==> src/rtl/dual_line_serial_adc_reader_defines.svh <==
// Assertion macros shared by the dual-line ADC reader RTL.
`ifndef DUAL_LINE_SERIAL_ADC_READER_DEFINES_SVH
`define DUAL_LINE_SERIAL_ADC_READER_DEFINES_SVH

// Same-cycle implication, sampled on clk, off while rst_n is low.
`define DLSAR_ASSERT_NOW(label, ante, cons, msg) \
    label: assert property (@(posedge clk) disable iff (!rst_n) (ante) |-> (cons)) \
        else $error(msg);

// Next-cycle implication, sampled on clk, off while rst_n is low.
`define DLSAR_ASSERT_NEXT(label, ante, cons, msg) \
    label: assert property (@(posedge clk) disable iff (!rst_n) (ante) |=> (cons)) \
        else $error(msg);

`endif

==> src/rtl/dlsar_pkg.sv <==
// Types and constants for the dual-line serial ADC reader.
`default_nettype none

package dlsar_pkg;

    // Output code and pair index widths
    localparam int CODE_W = 18;
    localparam int IDX_W  = 2;

    // APB register map
    localparam int ADDR_W = 5;
    localparam int DATA_W = 32;

    localparam logic [2:0] REG_SAMPLE_PERIOD  = 3'd0;
    localparam logic [2:0] REG_SAMPLE_COUNT   = 3'd1;
    localparam logic [2:0] REG_CHANNELS       = 3'd2;
    localparam logic [2:0] REG_CONVERT_LOW    = 3'd3;
    localparam logic [2:0] REG_CONVERT_SETTLE = 3'd4;

    // Register reset values
    localparam logic [31:0] RST_SAMPLE_PERIOD  = 32'd100000;
    localparam logic [15:0] RST_SAMPLE_COUNT   = 16'd1;
    localparam logic [2:0]  RST_CHANNELS       = 3'd3;
    localparam logic [7:0]  RST_CONVERT_LOW    = 8'd2;
    localparam logic [7:0]  RST_CONVERT_SETTLE = 8'd2;

    // Controller phases
    typedef enum logic [6:0] {
        PH_IDLE        = 7'b0000001,
        PH_CONV_LOW    = 7'b0000010,
        PH_SETTLE      = 7'b0000100,
        PH_WAIT_BUSY   = 7'b0001000,
        PH_CLK_LOW     = 7'b0010000,
        PH_CLK_HIGH    = 7'b0100000,
        PH_WAIT_PERIOD = 7'b1000000
    } phase_t;

endpackage

`default_nettype wire

==> src/rtl/dual_line_serial_adc_reader.sv <==
// Dual-line serial ADC readout controller, one pin-level tick per transfer.
//
// Usage:
//   Each input transfer (start_req, busy_req, dout_a, dout_b) is one tick of
//   the converter interface; each tick yields exactly one output transfer
//   with the pin drives (convert_n, select_n, serial_clock), a finished code
//   pair when code_valid is high, and the running flag.
//   The result of a tick is in the output register in the cycle after its
//   input transfer. Throughput: one tick per cycle when not stalled; the
//   controller state and the output register both update in the cycle of the transfer.
//   Stall: when the receiver holds out_ready low with a result pending,
//   in_ready drops and the controller holds its state until the result is
//   taken; no tick is lost or repeated.
//   Reset: rst_n clears the phase to idle, all counters and shift registers,
//   restores the register defaults and empties the output register.
//   Configuration: APB writes at byte address 4*i, written while idle.
//   A start request in idle begins a run of sample_count conversions.
`default_nettype none
`include "dual_line_serial_adc_reader_defines.svh"

module dual_line_serial_adc_reader
    import dlsar_pkg::*;
#(
    parameter int CODE_BITS = 18,
    parameter int MAX_PAIRS = 4
)
(
    input  wire logic                     clk,
    input  wire logic                     rst_n,
    // APB configuration port
    input  wire logic                     psel,
    input  wire logic                     penable,
    input  wire logic                     pwrite,
    input  wire logic [ADDR_W-1:0]        paddr,
    input  wire logic [DATA_W-1:0]        pwdata,
    output logic      [DATA_W-1:0]        prdata,
    output logic                          pready,
    // input tick channel
    input  wire logic                     in_valid,
    output logic                          in_ready,
    input  wire logic                     start_req,
    input  wire logic                     busy_req,
    input  wire logic                     dout_a,
    input  wire logic                     dout_b,
    // output tick channel
    output logic                          out_valid,
    input  wire logic                     out_ready,
    output logic                          convert_n,
    output logic                          select_n,
    output logic                          serial_clock,
    output logic                          code_valid,
    output logic        [IDX_W-1:0]       channel_index,
    output logic signed [CODE_W-1:0]      code_a,
    output logic signed [CODE_W-1:0]      code_b,
    output logic                          last_of_sample,
    output logic                          running
);

    localparam int BIT_W  = $clog2(CODE_BITS + 1);
    localparam int PAIR_W = $clog2(MAX_PAIRS + 1);
    localparam int PC_W   = ((PAIR_W > 3) ? PAIR_W : 3) + 1;

    // configuration registers
    logic [31:0] sample_period_reg;
    logic [15:0] sample_count_reg;
    logic [2:0]  channels_reg;
    logic [7:0]  convert_low_reg;
    logic [7:0]  convert_settle_reg;

    // controller state
    phase_t                 phase_reg, phase_next;
    logic [31:0]            period_cnt_reg, period_cnt_next, period_inc;
    logic [15:0]            conv_done_reg, conv_done_next;
    logic [7:0]             wait_cnt_reg, wait_cnt_next;
    logic [BIT_W-1:0]       bit_cnt_reg, bit_cnt_next;
    logic [PAIR_W-1:0]      pair_cnt_reg, pair_cnt_next;
    logic [CODE_BITS-1:0]   shift_a_reg, shift_a_next;
    logic [CODE_BITS-1:0]   shift_b_reg, shift_b_next;

    // output register
    logic                   out_valid_reg;
    logic                   convert_n_reg, select_n_reg, sclk_reg;
    logic                   code_valid_reg, code_valid_next;
    logic [IDX_W-1:0]       index_reg, index_next;
    logic signed [CODE_W-1:0] code_a_reg, code_a_next;
    logic signed [CODE_W-1:0] code_b_reg, code_b_next;
    logic                   last_reg, last_next;
    logic                   running_reg;

    // effective register values
    logic [31:0]            period_eff;
    logic [15:0]            count_eff;
    logic [7:0]             low_eff, settle_eff;
    logic [PC_W-1:0]        chan_eff, pairs_used, pair_plus;
    logic [PAIR_W+1:0]      pair_ext;
    logic                   in_fire;
    logic                   apb_write;

    assign in_ready  = !out_valid_reg || out_ready;
    assign in_fire   = in_valid && in_ready;
    assign pready    = 1'b1;
    assign apb_write = psel && penable && pwrite;

    assign period_eff = (sample_period_reg == 32'd0) ? 32'd1 : sample_period_reg;
    assign count_eff  = (sample_count_reg == 16'd0) ? 16'd1 : sample_count_reg;
    assign low_eff    = (convert_low_reg == 8'd0) ? 8'd1 : convert_low_reg;
    assign settle_eff = (convert_settle_reg == 8'd0) ? 8'd1 : convert_settle_reg;
    assign chan_eff   = (channels_reg == 3'd0) ? PC_W'(1) : PC_W'(channels_reg);
    assign pairs_used = (chan_eff > PC_W'(MAX_PAIRS)) ? PC_W'(MAX_PAIRS) : chan_eff;
    assign pair_plus  = PC_W'(pair_cnt_reg) + PC_W'(1);
    assign pair_ext   = {2'b00, pair_cnt_reg};

    // period counter runs (saturating) whenever a run is active
    assign period_inc = (phase_reg != PH_IDLE && period_cnt_reg != 32'hFFFF_FFFF)
                        ? period_cnt_reg + 32'd1 : period_cnt_reg;

    // register writes
    always_ff @(posedge clk or negedge rst_n)
    begin
        if (!rst_n)
        begin
            sample_period_reg  <= RST_SAMPLE_PERIOD;
            sample_count_reg   <= RST_SAMPLE_COUNT;
            channels_reg       <= RST_CHANNELS;
            convert_low_reg    <= RST_CONVERT_LOW;
            convert_settle_reg <= RST_CONVERT_SETTLE;
        end
        else if (apb_write)
        begin
            case (paddr[4:2])
                REG_SAMPLE_PERIOD:  sample_period_reg  <= pwdata;
                REG_SAMPLE_COUNT:   sample_count_reg   <= pwdata[15:0];
                REG_CHANNELS:       channels_reg       <= pwdata[2:0];
                REG_CONVERT_LOW:    convert_low_reg    <= pwdata[7:0];
                REG_CONVERT_SETTLE: convert_settle_reg <= pwdata[7:0];
                default:            ;
            endcase
        end
    end

    // register reads
    always_comb
    begin
        case (paddr[4:2])
            REG_SAMPLE_PERIOD:  prdata = sample_period_reg;
            REG_SAMPLE_COUNT:   prdata = {16'd0, sample_count_reg};
            REG_CHANNELS:       prdata = {29'd0, channels_reg};
            REG_CONVERT_LOW:    prdata = {24'd0, convert_low_reg};
            REG_CONVERT_SETTLE: prdata = {24'd0, convert_settle_reg};
            default:            prdata = '0;
        endcase
    end

    // next state and result of one tick
    always_comb
    begin
        phase_next      = phase_reg;
        period_cnt_next = period_inc;
        conv_done_next  = conv_done_reg;
        wait_cnt_next   = wait_cnt_reg;
        bit_cnt_next    = bit_cnt_reg;
        pair_cnt_next   = pair_cnt_reg;
        shift_a_next    = shift_a_reg;
        shift_b_next    = shift_b_reg;
        code_valid_next = 1'b0;
        index_next      = '0;
        code_a_next     = '0;
        code_b_next     = '0;
        last_next       = 1'b0;
        case (phase_reg)
            PH_IDLE:
            begin
                if (start_req)
                begin
                    period_cnt_next = '0;
                    conv_done_next  = '0;
                    wait_cnt_next   = 8'd1;
                    phase_next      = PH_CONV_LOW;
                end
            end
            PH_CONV_LOW:
            begin
                if (wait_cnt_reg >= low_eff)
                begin
                    wait_cnt_next = 8'd1;
                    phase_next    = PH_SETTLE;
                end
                else
                begin
                    wait_cnt_next = wait_cnt_reg + 8'd1;
                end
            end
            PH_SETTLE:
            begin
                if (wait_cnt_reg >= settle_eff)
                begin
                    wait_cnt_next = 8'd0;
                    phase_next    = PH_WAIT_BUSY;
                end
                else
                begin
                    wait_cnt_next = wait_cnt_reg + 8'd1;
                end
            end
            PH_WAIT_BUSY:
            begin
                if (!busy_req)
                begin
                    bit_cnt_next  = '0;
                    pair_cnt_next = '0;
                    shift_a_next  = '0;
                    shift_b_next  = '0;
                    phase_next    = PH_CLK_LOW;
                end
            end
            PH_CLK_LOW:
            begin
                // sample both lines, MSB first
                shift_a_next = {shift_a_reg[CODE_BITS-2:0], dout_a};
                shift_b_next = {shift_b_reg[CODE_BITS-2:0], dout_b};
                bit_cnt_next = bit_cnt_reg + BIT_W'(1);
                if (bit_cnt_next >= BIT_W'(CODE_BITS))
                begin
                    code_valid_next = 1'b1;
                    index_next      = pair_ext[1:0];
                    code_a_next     = CODE_W'($signed(shift_a_next));
                    code_b_next     = CODE_W'($signed(shift_b_next));
                    last_next       = (pair_plus >= pairs_used);
                end
                phase_next = PH_CLK_HIGH;
            end
            PH_CLK_HIGH:
            begin
                phase_next = PH_CLK_LOW;
                if (bit_cnt_reg >= BIT_W'(CODE_BITS))
                begin
                    bit_cnt_next = '0;
                    shift_a_next = '0;
                    shift_b_next = '0;
                    if (pair_plus >= pairs_used)
                    begin
                        // conversion complete
                        pair_cnt_next  = '0;
                        conv_done_next = conv_done_reg + 16'd1;
                        phase_next = (conv_done_next >= count_eff || conv_done_next == 16'd0)
                                     ? PH_IDLE : PH_WAIT_PERIOD;
                    end
                    else
                    begin
                        pair_cnt_next = PAIR_W'(pair_plus);
                    end
                end
            end
            PH_WAIT_PERIOD:
            begin
                // absolute schedule: lateness carries into the next period
                if (period_inc >= period_eff)
                begin
                    period_cnt_next = period_inc - period_eff;
                    wait_cnt_next   = 8'd1;
                    phase_next      = PH_CONV_LOW;
                end
            end
            default:
            begin
                phase_next = PH_IDLE;
            end
        endcase
    end

    // controller state, advanced once per input transfer
    always_ff @(posedge clk or negedge rst_n)
    begin
        if (!rst_n)
        begin
            phase_reg      <= PH_IDLE;
            period_cnt_reg <= '0;
            conv_done_reg  <= '0;
            wait_cnt_reg   <= '0;
            bit_cnt_reg    <= '0;
            pair_cnt_reg   <= '0;
            shift_a_reg    <= '0;
            shift_b_reg    <= '0;
        end
        else if (in_fire)
        begin
            phase_reg      <= phase_next;
            period_cnt_reg <= period_cnt_next;
            conv_done_reg  <= conv_done_next;
            wait_cnt_reg   <= wait_cnt_next;
            bit_cnt_reg    <= bit_cnt_next;
            pair_cnt_reg   <= pair_cnt_next;
            shift_a_reg    <= shift_a_next;
            shift_b_reg    <= shift_b_next;
        end
    end

    // output valid
    always_ff @(posedge clk or negedge rst_n)
    begin
        if (!rst_n)
        begin
            out_valid_reg <= 1'b0;
        end
        else if (in_fire)
        begin
            out_valid_reg <= 1'b1;
        end
        else if (out_ready)
        begin
            out_valid_reg <= 1'b0;
        end
    end

    // output payload, loaded on each input transfer
    always_ff @(posedge clk)
    begin
        if (in_fire)
        begin
            convert_n_reg  <= (phase_next != PH_CONV_LOW);
            select_n_reg   <= !(phase_next == PH_CLK_LOW || phase_next == PH_CLK_HIGH);
            sclk_reg       <= (phase_next != PH_CLK_LOW);
            code_valid_reg <= code_valid_next;
            index_reg      <= index_next;
            code_a_reg     <= code_a_next;
            code_b_reg     <= code_b_next;
            last_reg       <= last_next;
            running_reg    <= (phase_next != PH_IDLE);
        end
    end

    assign out_valid      = out_valid_reg;
    assign convert_n      = convert_n_reg;
    assign select_n       = select_n_reg;
    assign serial_clock   = sclk_reg;
    assign code_valid     = code_valid_reg;
    assign channel_index  = index_reg;
    assign code_a         = code_a_reg;
    assign code_b         = code_b_reg;
    assign last_of_sample = last_reg;
    assign running        = running_reg;

    // checks; a code pair lands as the serial clock returns high
    `DLSAR_ASSERT_NOW(a_phase_onehot, 1'b1, $onehot(phase_reg), "phase not one-hot")
    `DLSAR_ASSERT_NOW(a_code_in_read, out_valid && code_valid, !select_n && serial_clock && convert_n, "code outside a read")
    `DLSAR_ASSERT_NOW(a_bit_range, 1'b1, bit_cnt_reg <= BIT_W'(CODE_BITS), "bit counter overrun")
    `DLSAR_ASSERT_NOW(a_pair_range, 1'b1, PC_W'(pair_cnt_reg) < PC_W'(MAX_PAIRS), "pair counter overrun")
    `DLSAR_ASSERT_NEXT(a_idle_stays, in_fire && phase_reg == PH_IDLE && !start_req, out_valid && !running && select_n, "idle tick left idle")

endmodule

`default_nettype wire
==> config.mk <==
export PLATFORM = sky130hd
export DESIGN_NAME = dual_line_serial_adc_reader
export DESIGN_NICKNAME = d
export VERILOG_FILES = /design/src/rtl/dlsar_pkg.sv /design/src/rtl/dual_line_serial_adc_reader.sv
export VERILOG_INCLUDE_DIRS = /design/src /design/src/rtl
export SDC_FILE = /design/constraint.sdc
export NUM_CORES = 1
export LEC_CHECK = 0
export BUFFER_PORTS_ARGS = -buffer_cell sky130_fd_sc_hd__buf_2
export CORE_UTILIZATION = 40
export DETAILED_ROUTE_END_ITERATION = 16
export PLACE_DENSITY = 0.58
export SLEW_MARGIN = 0
export SYNTH_ARGS = -nofsm -noshare
export SYNTH_HDL_FRONTEND = slang
export SYNTH_SLANG_ARGS = --single-unit
==> constraint.sdc <==
create_clock -name clk -period 5 [get_ports clk]
set_input_delay 1.5 -clock clk [delete_from_list [all_inputs] [get_ports clk]]
set_output_delay 1.5 -clock clk [all_outputs]
set_load 0.05 [all_outputs]
# == Yosys cells after proc, flatten, opt, wreduce, memory -nomap -nowiden ==
# Cells that the tools add are included.
# totals
reg_bits,217
input_bits,48
out_inout_bits,79
wordCells,134
# op_classes
n_addsub,6
order_cmp,8
n_eq_ne,23
n_mux,43
reduce_logical,31
# ops
op,count
case mux 32 bit (5 select lines),1
two-way mux 32 bit,4
case mux 17 bit (3 select lines),2
two-way mux 16 bit,4
case mux 32 bit (2 select lines),1
two-way mux 7 bit,8
case mux 7 bit (7 select lines),1
two-way mux 8 bit,6
two-way mux 17 bit,2
"adder 32 x 1 -> 32 bit, second input constant",1
>= comparator 32 bit,1
zero test 16 bit,2
zero test 32 bit,1
"!= test 32 bit, second input constant",1
case mux 16 bit (2 select lines),1
case mux 8 bit (4 select lines),1
subtractor 32 bit,1
"adder 16 x 1 -> 16 bit, second input constant",1
>= comparator 16 bit,1
>= comparator 8 bit,2
zero test 8 bit,2
two-way mux 3 bit,5
case mux 5 bit (3 select lines),1
"equality test 7 x 5 -> 1 bit, second input constant",2
32 further kinds,59

# == Depth between registers and ports, before layout ==
# logic_depth
word_depth,11
ltp_mapped,21
ltp_nobuf,17

# == Worst setup path after synthesis ==
# Ideal clock, no wire load.
# synth_timing
path_kind,in2out
startpoint,input paddr[2]
endpoint,output prdata[10]
t_arrival_ns,3.306
required_ns,3.500
path_slack_ns,0.194
stages,5
path_cell_list,clkbuf_1 -> nor3b_1 -> inv_1 -> clkbuf_1 -> o21ai_0
# synth_between
elab_chain_len,2
# synth_lines
item,line_no,text
start: declaration,dual_line_serial_adc_reader.sv:34,"input wire logic [ADDR_W-1:0] paddr,"
"equality test 3 bit, or another cell as far along",dual_line_serial_adc_reader.sv:144,case (paddr[4:2])
case mux 32 bit (5 select lines) *,dual_line_serial_adc_reader.sv:144,
end: declaration,dual_line_serial_adc_reader.sv:36,"output logic [DATA_W-1:0] prdata,"
# Every way passes the cells marked *; elsewhere a longest branch is shown, timed or not.

# == Worst setup path in the final report ==
# layout_timing
startpoint,register period_cnt_reg[14]
endpoint,register period_cnt_reg[26]
# layout_between
elab_chain_len,6
# layout_lines
item,line_no,text
start: declaration,dual_line_serial_adc_reader.sv:72,"logic [31:0] period_cnt_reg, period_cnt_next, period_inc;"
start signal: assignment,dual_line_serial_adc_reader.sv:288,period_cnt_reg <= period_cnt_next;
branches (longest 2 deep; another with adder 32 x 1 -> 32 bit),-,
two-way mux 32 bit *,dual_line_serial_adc_reader.sv:115,? period_cnt_reg + 32'd1 : period_cnt_reg;
subtractor 32 bit / >= comparator 32 bit (equally long branches),"dual_line_serial_adc_reader.sv:259, dual_line_serial_adc_reader.sv:257",
two-way mux 32 bit,dual_line_serial_adc_reader.sv:257,if (period_inc >= period_eff)
case mux 32 bit (2 select lines) *,dual_line_serial_adc_reader.sv:170,case (phase_reg)
# Every way passes the cells marked *.
# A chain may end at the register's enable or synchronous reset.

==> flow_summary.yaml <==
logic_synthesis:
  syn_nets: 1582
  async_flop_share_pct: 79.7
  synth_edf_count: 44
  ys_seq_elements: 217
  syn_area_um2: 13400
  ys_types: 94
  synth.top_cell.area_share_pct: 30.0
  yosysTopAreaCell: "dfrtp_1"
  synth_flop_cell: "dfrtp_1"
  ys_seq_area_share_pct: 42.2
  yosysWarnings: 0
  netlist_instances: 1458
  yosys-top-cells-area: "dfrtp_1, edfxtp_1, ha_1"
  avgSynthCellArea_um2: 9.22
pwr:
  power.density_nw_per_um2: 400
  max-vdd-ir-drop_mv: 0.243
  fin_total_pwr_mw: 6.17
  power.leakage_nw: 6.99
sta:
  setup_viol: 0
  worstMarginPinSlew_ns: 0.950
  finalCriticalPeriod_ns: 4.71
  maxSlewViolCount: 0
  clock.fmax_mhz: 213
  fin_crit_sh_pct: 94.1
  rsz0062_at_grt: "false"
  tns_ns: 0
  clock-skew-final_ns: 0.0143
  maxSlewHeadroom_pct: 36.7
  hold_viol_final: 0
floorplan:
  initial_core_util_pct: 41.0
  die_h_um: 185
  dieArea_um2: 34300
  coreArea_um2: 32800
  die_x_um: 185
  rows: 66
  ioPinCount: 127
cts:
  cts_tree: "built"
  clkLatencyLatePin_ns: 0.54
  cts_buffers: 26
  cts-htree-levels: 1
  holdBufCountCts: 0
  clk_pin_slew_worst_paths_ns: 0.06
  cts.path.max_buffers: 3
  clock-sinks: 217
  ctsRootBufferMaster: "clkbuf_16"
setup_path:
  path_class: "register to register"
  critical_path.max_stage_delay_ns: 0.43
  reg2regPathDepth: 17
  startpoint: "period_cnt_reg[14]"
  worstPathRequired_ns: 5.41
  crit_chain: "and4_2 > and4_4 > and2_4 > a31oi_4 > nand4_1 > nor2_1 > xor2_1 > ha_1 > nand4_1 > a211oi_2 > o41ai_2 > a31oi_1 > o21ai_2 > o31ai_1 > xor2_1 > a221oi_1 > a21oi_1"
  path_max_fanout: 8
  cp-start-kind: "register"
  path_depth: 17
  rr_startpoint: "period_cnt_reg[14]"
  rrSetupSlack_ns: 0.29
  crit_slowest_cell: "dfrtp_1"
  reg2reg_to: "period_cnt_reg[26]"
  crit_buf_inv: 0
  cp_data_arrival_time_ns: 5.12
  critical_path.top_delay_family: "compound AO/OA/AOI/OAI gates"
  end_kind: "register"
global_routing:
  grt_pass1_vias: 10721
  grt_overflow: 0
  antenna_found_initial: 0
  grt_max_degree: 99
  grt_pass1_wl_mm: 57.0
  grt_usage_pct: 20.9
routing:
  wl_per_cell_um: 17.4
  drc: 0
  vias: 11118
  initialDrtViolationCount: 665
  vias_per_cell: 5.48
  drtPass1Iterations: 6
  routed_wl_mm: 35.3
  final_antenna_net_count: 0
cells_and_area:
  antenna_cells: 0
  regArea_um2: 5670
  multiInputGateArea_um2: 7050
  area_growth_pct: 14.6
  nets: 1692
  drive_above_1_share_pct: 16.4
  fill_cells: 3180
  final_cell_mix: "nand2_1, dfrtp_1, o21ai_0, buf_2, inv_1"
run:
  drv_cap: 0
hold_path:
  hold_start: "shift_a_reg[16]"
  holdPathEnd: "shift_a_reg[16]"
  hold-path-cell-count: 1
  hold_path_class: "register to register"
placed_design:
  post-dp-hpwl_mm: 25.8
  portBuffers: 123
  globalplace.congestion: 0.895
run_status:
  status: "finished, final reports clean"
stage by stage:
step | utilization [%] | hold slack [ns] | setup slack, ns | cell area [µm²] | std cells
after floorplan | - | 0.462 | 0.194 | 13400 | 1458
after global placement | 44.2 | 0.482 | 0.350 | 14500 | 1981
after detailed placement | 44.2 | 0.488 | 0.276 | 14500 | 1981
after CTS | 46.9 | 0.505 | 0.260 | 15400 | 2028
after global routing | 47.0 | 0.532 | 0.0163 | 15400 | 2029
final | 47.0 | 0.498 | 0.294 | 15400 | 2029
per-layer routing:
layer / up-vias / wire length (µm) / GRT usage (%)
li1: 5452 / - / -
met2: 240 / 16100 / 33.3
met4: 0 / 855 / 5.79
met3: 62 / 1700 / 3.11
met5: - / 0 / 0
met1: 5364 / 16700 / 29.3
how the worst max path moves through the flow:
stage,slack (ns),endpoint
global route,0.02,wait_cnt_reg[7]
global placement,0.35,wait_cnt_reg[4]
finish,0.29,period_cnt_reg[26]
floorplan,0.19,prdata[10]
CTS,0.26,period_cnt_reg[26]
detailed placement,0.28,period_cnt_reg[26]
cell usage after synthesis (6+ instances only):
library cell / n
o21bai_1: 9
a21oi_1: 65
nand2b_1: 19
inv_1: 91
dfstp_2: 12
a221oi_1: 7
and3_1: 15
nand3b_1: 7
o21ai_1: 8
nor3b_1: 6
a21o_1: 20
buf_2: 22
nand4_1: 24
and2_1: 60
o31ai_1: 10
xnor2_1: 41
dfrtp_1: 161
nand2_1: 161
a32o_1: 11
nor2b_1: 13
clkbuf_1: 39
mux2i_1: 7
edfxtp_1: 44
o21ai_0: 148
a22o_1: 36
xor2_1: 32
ha_1: 75
nor3_1: 24
nor2_1: 79
mux2_2: 7
a31oi_1: 17
o22ai_1: 8
nor4_1: 24
nand3_1: 35
repair_timing:
action | CTS | global route
setup buffers | 0 | 1
hold endpoints to repair | 0 | 0
setup endpoints to repair | 0 | 10
gates resized for setup | 0 | 2
cells by family (layout without fill, tap and decap cells):
family                   count (synthesis)  in the layout  share of synthesized area, %
AO/OA/AOI/OAI                          397            397                          19.2
XOR/XNOR                                74             74                          4.88
adder cells (fa/ha/maj)                 76             76                          7.13
buffers and inverters                  167            296                          5.55
flip-flops                             217            217                          42.2
multiplexers                            14             14                          1.11
other                                    1              1                        0.0279
AND/OR/NAND/NOR                        512            512                          19.9
report_power, final:
group | switching, mW | internal (mW) | leakage [nW]
Sequential | 0.201 | 2.03 | 2.63
Combinational | 1.24 | 0.698 | 3.92
Clock | 0.769 | 1.23 | 0.442
Total | 2.21 | 3.96 | 6.99
layout make-up:
cell class	count	share of cell area [%]
inverters	92	2.24
flip-flops and latches	217	36.8
well taps	442	3.59
repair buffers	157	5.69
multi-input cells	1074	45.8
clock buffers	38	5.04
clock inverters	9	0.877
Note: power is estimated with default switching activity, not from simulation.
